$ cat config.mk
export PLATFORM = sky130hd
export DESIGN_NAME = block_edge_deblocking_filter_unit
export DESIGN_NICKNAME = d
export VERILOG_FILES = /design/src/hw/rtl/bedf_pkg.sv /design/src/hw/rtl/block_edge_deblocking_filter_unit.sv
export SDC_FILE = /design/constraint.sdc
export NUM_CORES = 2
export LEC_CHECK = 0
export ABC_AREA = 1
export CAP_MARGIN = 20
export CORE_MARGIN = 2
export CORE_UTILIZATION = 40
export CTS_BUF_LIST = sky130_fd_sc_hd__clkbuf_4
export CTS_CLUSTER_DIAMETER = 60
export CTS_CLUSTER_SIZE = 12
export DETAILED_ROUTE_END_ITERATION = 16
export DONT_BUFFER_PORTS = 1
export GPL_TIMING_DRIVEN = 1
export HOLD_SLACK_MARGIN = 0.02
export PLACE_DENSITY_LB_ADDON = 0.15
export SLEW_MARGIN = 20
export SYNTH_ARGS = -nofsm -noshare
export SYNTH_HDL_FRONTEND = slang
export SYNTH_SLANG_ARGS = --single-unit
$ cat constraint.sdc
create_clock -name clk -period 10.9 [get_ports clk]
set_input_delay 1.635 -clock clk [delete_from_list [all_inputs] [get_ports clk]]
set_output_delay 1.635 -clock clk [all_outputs]
set_load 0.02 [all_outputs]
$ cat src/hw/rtl/bedf_pkg.sv
`timescale 1ns / 1ps

package bedf_pkg;

	localparam int PIXEL_BITS   = 8;
	localparam int QP_W         = 8;
	localparam int FLAT_DIFF_W  = 8;
	localparam int FLAT_COUNT_W = 4;
	localparam int CFG_DATA_W   = 8;
	localparam int CFG_INDEX_W  = 1;

	localparam int NUM_PIX   = 10;
	localparam int NUM_PAIRS = 8;
	localparam int NUM_MM    = NUM_PIX / 2;
	localparam int NUM_TAPS  = 9;
	localparam int NUM_EXT   = 16;

	// edge sum 2a-5b+5c-2d spans +-7 * pixel max
	localparam int EDGE_W = PIXEL_BITS + 4;
	// edge term after truncating divide by 8
	localparam int TERM_W = PIXEL_BITS + 1;
	// weighted smooth sum, weights add up to 16
	localparam int SUM_W  = PIXEL_BITS + 4;
	// five times the correction difference
	localparam int D5_W   = PIXEL_BITS + 4;

	localparam logic [CFG_INDEX_W-1:0] REG_FLAT_DIFF_LIMIT  = 1'b0;
	localparam logic [CFG_INDEX_W-1:0] REG_FLAT_COUNT_LIMIT = 1'b1;

	localparam logic [FLAT_DIFF_W-1:0]  FLAT_DIFF_RESET  = 8'd2;
	localparam logic [FLAT_COUNT_W-1:0] FLAT_COUNT_RESET = 4'd6;

	localparam logic [2:0] SMOOTH_TAPS [NUM_TAPS] = '{
		3'd1, 3'd1, 3'd2, 3'd2, 3'd4, 3'd2, 3'd2, 3'd1, 3'd1
	};

	typedef enum logic [1:0] {
		MODE_NONE    = 2'd0,
		MODE_SMOOTH  = 2'd1,
		MODE_DEFAULT = 2'd2
	} filter_mode_t;

	typedef struct packed {
		logic [PIXEL_BITS-1:0] pixel_0;
		logic [PIXEL_BITS-1:0] pixel_1;
		logic [PIXEL_BITS-1:0] pixel_2;
		logic [PIXEL_BITS-1:0] pixel_3;
		logic [PIXEL_BITS-1:0] pixel_4;
		logic [PIXEL_BITS-1:0] pixel_5;
		logic [PIXEL_BITS-1:0] pixel_6;
		logic [PIXEL_BITS-1:0] pixel_7;
		logic [PIXEL_BITS-1:0] pixel_8;
		logic [PIXEL_BITS-1:0] pixel_9;
		logic [QP_W-1:0]       qp;
	} item_t;

	typedef struct packed {
		logic [PIXEL_BITS-1:0] out_0;
		logic [PIXEL_BITS-1:0] out_1;
		logic [PIXEL_BITS-1:0] out_2;
		logic [PIXEL_BITS-1:0] out_3;
		logic [PIXEL_BITS-1:0] out_4;
		logic [PIXEL_BITS-1:0] out_5;
		logic [PIXEL_BITS-1:0] out_6;
		logic [PIXEL_BITS-1:0] out_7;
		logic [PIXEL_BITS-1:0] out_8;
		logic [PIXEL_BITS-1:0] out_9;
		filter_mode_t          filter_mode;
	} result_t;

endpackage

$ cat src/hw/rtl/block_edge_deblocking_filter_unit.sv
`timescale 1ns / 1ps

// Block edge deblocking filter, three register stages.
// A transfer accepted on start passes the stage 1, stage 2 and stage 3 registers and then
// shows its result on result/done for a single cycle; the receiver takes it in that cycle.
// Throughput: one item per cycle; busy stays low, so start may be high every cycle.
// The receiver cannot stall: each result is held for exactly one cycle.
// Reset (arst_n low, asynchronous) clears the stage valid bits and loads the
// flat limits with their defaults (difference 2, count 6).
module block_edge_deblocking_filter_unit
	import bedf_pkg::*;
(
	input  logic                   clk,
	input  logic                   arst_n,

	input  logic                   cfg_wr_en,
	input  logic [CFG_INDEX_W-1:0] cfg_index,
	input  logic [CFG_DATA_W-1:0]  cfg_data,

	input  logic                   start,
	output logic                   busy,
	input  item_t                  item,

	output logic                   done,
	output result_t                result
);

	localparam int PB = PIXEL_BITS;

	// ------------------------------------------------------------------
	// Configuration registers
	// ------------------------------------------------------------------
	logic [FLAT_DIFF_W-1:0]  flat_diff_limit_q;
	logic [FLAT_COUNT_W-1:0] flat_count_limit_q;

	always_ff @(posedge clk or negedge arst_n) begin
		if (!arst_n) begin
			flat_diff_limit_q  <= FLAT_DIFF_RESET;
			flat_count_limit_q <= FLAT_COUNT_RESET;
		end else if (cfg_wr_en) begin
			case (cfg_index)
				REG_FLAT_DIFF_LIMIT: begin
					flat_diff_limit_q <= cfg_data[FLAT_DIFF_W-1:0];
				end
				REG_FLAT_COUNT_LIMIT: begin
					flat_count_limit_q <= cfg_data[FLAT_COUNT_W-1:0];
				end
				default: begin
				end
			endcase
		end
	end

	// Every cycle takes a new transfer; nothing upstream ever waits.
	assign busy = 1'b0;

	function automatic logic [PB-1:0] abs_diff(input logic [PB-1:0] a, input logic [PB-1:0] b);
		abs_diff = (a > b) ? (a - b) : (b - a);
	endfunction

	// ------------------------------------------------------------------
	// Stage 1: flat flags, padding pixels, raw edge sums, pairwise max/min
	// ------------------------------------------------------------------
	logic [PB-1:0] pix_in [NUM_PIX];

	assign pix_in[0] = item.pixel_0;
	assign pix_in[1] = item.pixel_1;
	assign pix_in[2] = item.pixel_2;
	assign pix_in[3] = item.pixel_3;
	assign pix_in[4] = item.pixel_4;
	assign pix_in[5] = item.pixel_5;
	assign pix_in[6] = item.pixel_6;
	assign pix_in[7] = item.pixel_7;
	assign pix_in[8] = item.pixel_8;
	assign pix_in[9] = item.pixel_9;

	logic [NUM_PAIRS-1:0]     flat_c1;
	logic [PB-1:0]            lpad_c1;
	logic [PB-1:0]            rpad_c1;
	logic signed [EDGE_W-1:0] esum_c1 [3];
	logic [PB-1:0]            pmax_c1 [NUM_MM];
	logic [PB-1:0]            pmin_c1 [NUM_MM];

	always_comb begin
		logic signed [EDGE_W-1:0] e [NUM_PIX];
		for (int i = 0; i < NUM_PIX; i++) begin
			e[i] = $signed({4'b0000, pix_in[i]});
		end
		for (int i = 0; i < NUM_PAIRS; i++) begin
			flat_c1[i] = abs_diff(pix_in[i], pix_in[i+1]) <= PB'(flat_diff_limit_q);
		end
		lpad_c1 = (abs_diff(pix_in[1], pix_in[0]) < PB'(item.qp)) ? pix_in[0] : pix_in[1];
		rpad_c1 = (abs_diff(pix_in[9], pix_in[8]) < PB'(item.qp)) ? pix_in[9] : pix_in[8];
		for (int k = 0; k < 3; k++) begin
			esum_c1[k] = EDGE_W'(2 * e[2*k+1] - 5 * e[2*k+2] + 5 * e[2*k+3] - 2 * e[2*k+4]);
		end
		for (int j = 0; j < NUM_MM; j++) begin
			pmax_c1[j] = (pix_in[2*j] > pix_in[2*j+1]) ? pix_in[2*j] : pix_in[2*j+1];
			pmin_c1[j] = (pix_in[2*j] < pix_in[2*j+1]) ? pix_in[2*j] : pix_in[2*j+1];
		end
	end

	logic                     valid_s1;
	logic [PB-1:0]            pix_s1 [NUM_PIX];
	logic [QP_W-1:0]          qp_s1;
	logic [NUM_PAIRS-1:0]     flat_s1;
	logic [PB-1:0]            lpad_s1;
	logic [PB-1:0]            rpad_s1;
	logic signed [EDGE_W-1:0] esum_s1 [3];
	logic [PB-1:0]            pmax_s1 [NUM_MM];
	logic [PB-1:0]            pmin_s1 [NUM_MM];

	always_ff @(posedge clk) begin
		pix_s1  <= pix_in;
		qp_s1   <= item.qp;
		flat_s1 <= flat_c1;
		lpad_s1 <= lpad_c1;
		rpad_s1 <= rpad_c1;
		esum_s1 <= esum_c1;
		pmax_s1 <= pmax_c1;
		pmin_s1 <= pmin_c1;
	end

	// ------------------------------------------------------------------
	// Stage 2: flat count, range test, edge terms, smooth taps
	// ------------------------------------------------------------------
	logic                     smooth_sel_c2;
	logic                     range_ok_c2;
	logic                     a1_small_c2;
	logic signed [TERM_W-1:0] a1_c2;
	logic [PB-1:0]            mag_min_c2;
	logic [PB-1:0]            smooth_c2 [NUM_PIX];

	always_comb begin
		logic [FLAT_COUNT_W-1:0]  count;
		logic [PB-1:0]            vmax;
		logic [PB-1:0]            vmin;
		logic [PB:0]              qp2;
		logic signed [EDGE_W-1:0] adj;
		logic signed [TERM_W-1:0] a [3];
		logic signed [TERM_W-1:0] neg;
		logic [PB-1:0]            mag [3];
		logic [PB-1:0]            ext [NUM_EXT];
		logic [SUM_W-1:0]         acc;

		count = '0;
		for (int i = 0; i < NUM_PAIRS; i++) begin
			count = count + FLAT_COUNT_W'(flat_s1[i]);
		end
		smooth_sel_c2 = count >= flat_count_limit_q;

		vmax = pmax_s1[0];
		vmin = pmin_s1[0];
		for (int j = 1; j < NUM_MM; j++) begin
			if (pmax_s1[j] > vmax) begin
				vmax = pmax_s1[j];
			end
			if (pmin_s1[j] < vmin) begin
				vmin = pmin_s1[j];
			end
		end
		qp2 = (PB+1)'(qp_s1) << 1;
		range_ok_c2 = (PB+1)'(vmax - vmin) < qp2;

		// divide by 8, rounding toward zero: bias negatives by 7 before the shift
		for (int k = 0; k < 3; k++) begin
			adj    = esum_s1[k] + $signed(EDGE_W'(esum_s1[k][EDGE_W-1] ? 7 : 0));
			a[k]   = adj[EDGE_W-1:3];
			neg    = -a[k];
			mag[k] = a[k][TERM_W-1] ? neg[PB-1:0] : a[k][PB-1:0];
		end
		a1_c2       = a[1];
		a1_small_c2 = mag[1] < PB'(qp_s1);

		// ties keep the centre magnitude; any smaller wins
		mag_min_c2 = mag[1];
		if (mag[0] < mag_min_c2) begin
			mag_min_c2 = mag[0];
		end
		if (mag[2] < mag_min_c2) begin
			mag_min_c2 = mag[2];
		end

		// padded line: four left pads, pixels 1..8, four right pads
		for (int j = 0; j < NUM_EXT; j++) begin
			if (j < 4) begin
				ext[j] = lpad_s1;
			end else if (j > 11) begin
				ext[j] = rpad_s1;
			end else begin
				ext[j] = pix_s1[j-3];
			end
		end
		smooth_c2[0] = pix_s1[0];
		smooth_c2[9] = pix_s1[9];
		for (int n = 1; n < NUM_PIX - 1; n++) begin
			acc = '0;
			for (int m = 0; m < NUM_TAPS; m++) begin
				acc = acc + SUM_W'(SMOOTH_TAPS[m]) * SUM_W'(ext[n+m-1]);
			end
			smooth_c2[n] = acc[SUM_W-1:4];
		end
	end

	logic                     valid_s2;
	logic [PB-1:0]            pix_s2 [NUM_PIX];
	logic                     smooth_sel_s2;
	logic                     range_ok_s2;
	logic                     a1_small_s2;
	logic signed [TERM_W-1:0] a1_s2;
	logic [PB-1:0]            mag_min_s2;
	logic [PB-1:0]            smooth_s2 [NUM_PIX];

	always_ff @(posedge clk) begin
		pix_s2        <= pix_s1;
		smooth_sel_s2 <= smooth_sel_c2;
		range_ok_s2   <= range_ok_c2;
		a1_small_s2   <= a1_small_c2;
		a1_s2         <= a1_c2;
		mag_min_s2    <= mag_min_c2;
		smooth_s2     <= smooth_c2;
	end

	// ------------------------------------------------------------------
	// Stage 3: edge correction, clip, mode select into the output register
	// ------------------------------------------------------------------
	logic [PB-1:0] out_c3 [NUM_PIX];
	filter_mode_t  mode_c3;

	always_comb begin
		logic signed [TERM_W-1:0] mn_s;
		logic signed [TERM_W-1:0] ap;
		logic signed [TERM_W:0]   delta;
		logic signed [D5_W-1:0]   d5;
		logic signed [D5_W-1:0]   d5_adj;
		logic signed [PB:0]       d;
		logic signed [PB:0]       diff;
		logic signed [PB:0]       diff_adj;
		logic signed [PB:0]       h;
		logic signed [PB:0]       dc;
		logic signed [PB:0]       o4;
		logic signed [PB:0]       o5;

		mn_s = $signed({1'b0, mag_min_s2});
		if (a1_s2 > 0) begin
			ap = mn_s;
		end else if (a1_s2 < 0) begin
			ap = -mn_s;
		end else begin
			ap = '0;
		end
		delta  = (TERM_W+1)'(ap) - (TERM_W+1)'(a1_s2);
		d5     = (D5_W'(delta) <<< 2) + D5_W'(delta);
		d5_adj = d5 + $signed(D5_W'(d5[D5_W-1] ? 7 : 0));
		d      = d5_adj[D5_W-1:3];

		diff     = $signed({1'b0, pix_s2[4]}) - $signed({1'b0, pix_s2[5]});
		diff_adj = diff + $signed((PB+1)'(diff[PB] ? 1 : 0));
		h        = diff_adj >>> 1;

		// clip the correction toward zero by half the step across the edge
		if (diff > 0) begin
			if (d < 0) begin
				dc = '0;
			end else if (d > h) begin
				dc = h;
			end else begin
				dc = d;
			end
		end else if (diff < 0) begin
			if (d > 0) begin
				dc = '0;
			end else if (d < h) begin
				dc = h;
			end else begin
				dc = d;
			end
		end else begin
			dc = '0;
		end
		o4 = $signed({1'b0, pix_s2[4]}) - dc;
		o5 = $signed({1'b0, pix_s2[5]}) + dc;

		out_c3  = pix_s2;
		mode_c3 = MODE_NONE;
		if (smooth_sel_s2) begin
			if (range_ok_s2) begin
				out_c3  = smooth_s2;
				mode_c3 = MODE_SMOOTH;
			end
		end else if (a1_small_s2) begin
			out_c3[4] = o4[PB-1:0];
			out_c3[5] = o5[PB-1:0];
			mode_c3   = MODE_DEFAULT;
		end
	end

	logic    valid_s3;
	result_t result_s3;

	always_ff @(posedge clk) begin
		result_s3.out_0       <= out_c3[0];
		result_s3.out_1       <= out_c3[1];
		result_s3.out_2       <= out_c3[2];
		result_s3.out_3       <= out_c3[3];
		result_s3.out_4       <= out_c3[4];
		result_s3.out_5       <= out_c3[5];
		result_s3.out_6       <= out_c3[6];
		result_s3.out_7       <= out_c3[7];
		result_s3.out_8       <= out_c3[8];
		result_s3.out_9       <= out_c3[9];
		result_s3.filter_mode <= mode_c3;
	end

	// Advance the valid bits every cycle; the receiver takes each result as it appears.
	always_ff @(posedge clk or negedge arst_n) begin
		if (!arst_n) begin
			valid_s1 <= 1'b0;
			valid_s2 <= 1'b0;
			valid_s3 <= 1'b0;
		end else begin
			valid_s1 <= start && !busy;
			valid_s2 <= valid_s1;
			valid_s3 <= valid_s2;
		end
	end

	assign done   = valid_s3;
	assign result = result_s3;

endmodule
==> impl_metrics.csv <==
group,metric,value,unit
floorplan,rows,117,
final_layout,multiInputGateArea,27200,um^2
placement,io_buffers,0,
sta,setup_violations,0,
global_route,antenna_found_initial,9,
drt,remaining_drc_errors,0,
setup_path,crit_path_frequent_cell,"nand2_1",
floorplan,dieHeight,325,um
sta,setup_tns,0,ps
sta,hold_violations,0,
cts,clk_pin_slew,130,ps
floorplan,die_w,325,um
logic_synthesis,syn_inst,4775,
final_layout,nets,5924,
drt,routedWlPerCell,19.8,um
logic_synthesis,synth_cell_types,60,
setup_path,critical_path.max_stage_delay,400,ps
logic_synthesis,ys_seq_area_share,24.0,%
final_layout,fill_cells,10500,
floorplan,start_util,40.4,%
logic_synthesis,syn_nets,5892,
sta,slew_headroom,33.9,%
global_route,grt_pass1_wl,186000,um
cts,cts-root-buf,"clkbuf_4",
logic_synthesis,yosysWarningCount,0,
hold_path,hp-class,"reg2reg",
drt,drt_iter0_drc,1878,
logic_synthesis,ys_seq_elements,489,
global_route,grt_max_degree,50,
setup_path,startpoint,"a1_s2[4]",
logic_synthesis,syn_area_per_cell,8.62,um^2
setup_path,cp-start-kind,"flop",
sta,clock.fmax,102,MHz
sta,skew,102,ps
setup_path,worstPathArrival,10610,ps
setup_path,cp_max_fo,11,
floorplan,dieArea,105000,um^2
logic_synthesis,dominantRegCellSynth,"dfxtp_1",
drt,vias,30200,
sta,rsz0062_at_grt,"no",
cts,cts_setup_buffers,0,
final_layout,design_area,43700,um^2
global_route,grt_util_all_layers,23.5,%
logic_synthesis,syn-cell-area,41100,um^2
logic_synthesis,async_reset_ff_share,3.07,%
logic_synthesis,synth.area.top_cells,"dfxtp_1 23%, fa_1 21%, ha_1 18%",
placement,dp.final_hpwl,100000,um
placement,gp_congestion,0.891,
hold_path,min_from,"pix_s2[77]",
cts,cts_resized,0,
drt,dr.pass1.iters,7,
run,max-cap-violations,0,
logic_synthesis,synth_top_area_share,23.1,%
cts,htreeDepth,3,
final_layout,final_cell_mix,"1026 x inv_1, 773 x nand2_1, 586 x ha_1",
cts,numCtsBuffers,67,
setup_path,timing.rr.start,"a1_s2[4]",
final_layout,final_common_cell,"inv_1",
drt,ant_nets,0,
sta,worst_pin_slew,985,ps
sta,slew_viol_final,0,
cts,hold_buffers,0,
sta,fin_crit_sh,89.6,%
drt,routed_via_density,4.85,
cts,cts_tree,"done",
setup_path,slowest_stage,"fa_1",
final_layout,final-seq-area,9870,um^2
placement,place_area,42800,um^2
cts,clock_latency,980,ps
final_layout,area_delta_synth_final,6.28,%
outcome,outcome,"finished, final reports clean",
setup_path,end_kind,"flop",
logic_synthesis,yosys.area.top_type,"dfxtp_1",
cts,cts_buffer_depth,3,
setup_path,crit_type,"reg2reg",
global_route,grt_overflow_total,0,
floorplan,ios,185,
cts,clkSinkCount,489,
setup_path,cp_data_required_time,11750,ps
final_layout,drive_above_1_share,3.71,%
global_route,grt_pass1_vias,30300,
logic_synthesis,synth-edff-count,0,
floorplan,core,102000,um^2
drt,routed_wl,123000,um
sta,fin_crit,9760,ps
final_layout,final_core_util,42.9,%
[metal layers]
metal / track usage, % / vias up / part of all wire [%]
met3: 3.52 / 164 / 4.6
met2: 40.7 / 630 / 48
met1: 30.6 / 14300 / 45
li1: - / 15100 / -
met4: 6.00 / 6 / 2.3
met5: 0 / - / 0.037
[per-stage QoR]
stage	worst slack [ps]	std cells	hold slack (ps)
after floorplan	2660	4775	310
after global placement	1200	6103	310
after detailed placement	1150	6103	312
after CTS	1130	6218	267
after global routing	96.2	6222	331
final	1140	6225	334
[synthesized netlist by cell type, types with 14 or more instances]
cell	count
nand4_1	29
nand2_2	14
a211oi_1	17
a21oi_1	319
fa_1	430
nand2_1	774
o21a_1	15
nor2_1	183
nand3_1	88
dfxtp_1	474
xnor2_1	57
xor2_1	173
clkbuf_1	54
ha_1	586
o21ai_0	320
inv_1	1027
nor3_1	16
o211ai_1	31
[flip-flops by register name (all words and copies together) (netlist names), 9 cells and up]
name       cells
smooth_s2     64
pix_s1        80
pmax_s1       40
esum_s1       36
result        82
a1_s2          9
pix_s2        80
pmin_s1       40
[critical path, delay by kind of cell (launching register included)]
family | cells | cell delay (ps)
flops | 1 | 330
compound gates | 13 | 1830
fa+ha+maj | 6 | 1820
simple gates | 33 | 4110
buf+inv | 9 | 1080
xor+xnor | 2 | 460
[cell families (layout without fill, tap and decap cells)]
family / after synthesis / count (layout) / share of synthesized area, %
AO/OA/AOI/OAI: 795 / 795 / 10.7
XOR/XNOR: 231 / 231 / 4.94
adder cells (fa/ha/maj): 1016 / 1016 / 38.7
buffers and inverters: 1088 / 1166 / 9.95
flip-flops: 489 / 489 / 24.0
multiplexers: 14 / 14 / 0.344
other: 1 / 5 / 0.00912
AND/OR/NAND/NOR: 1141 / 1141 / 11.3
[path summary, 6_finish.rpt]
check                                   endpoint  slack (ps)  cells after the start
setup / recovery                      result[49]        1140                     63
setup reg to reg                      result[49]        1140                     63
hold reg to reg                       result[79]         330                      0
hold / removal                        result[79]         330                      0
max in group asynchronous   flat_diff_limit_q[1]       10360                      0
min in group asynchronous  flat_count_limit_q[0]         370                      0
[area by class of cell]
type                            instances  area share (%)
Clock inverter                         41           0.850
Clock buffer                           74            1.27
Tap cell                             1368            3.91
Multi-Input combinational cell       3198            62.2
Antenna cell                            4          0.0229
Inverter                             1030            8.85
Timing Repair Buffer                   21           0.361
Sequential cell                       489            22.6
Power is left out: the tool's default activity adds up to more than one toggle a clock period on the data nets, which glitch-free logic cannot reach.
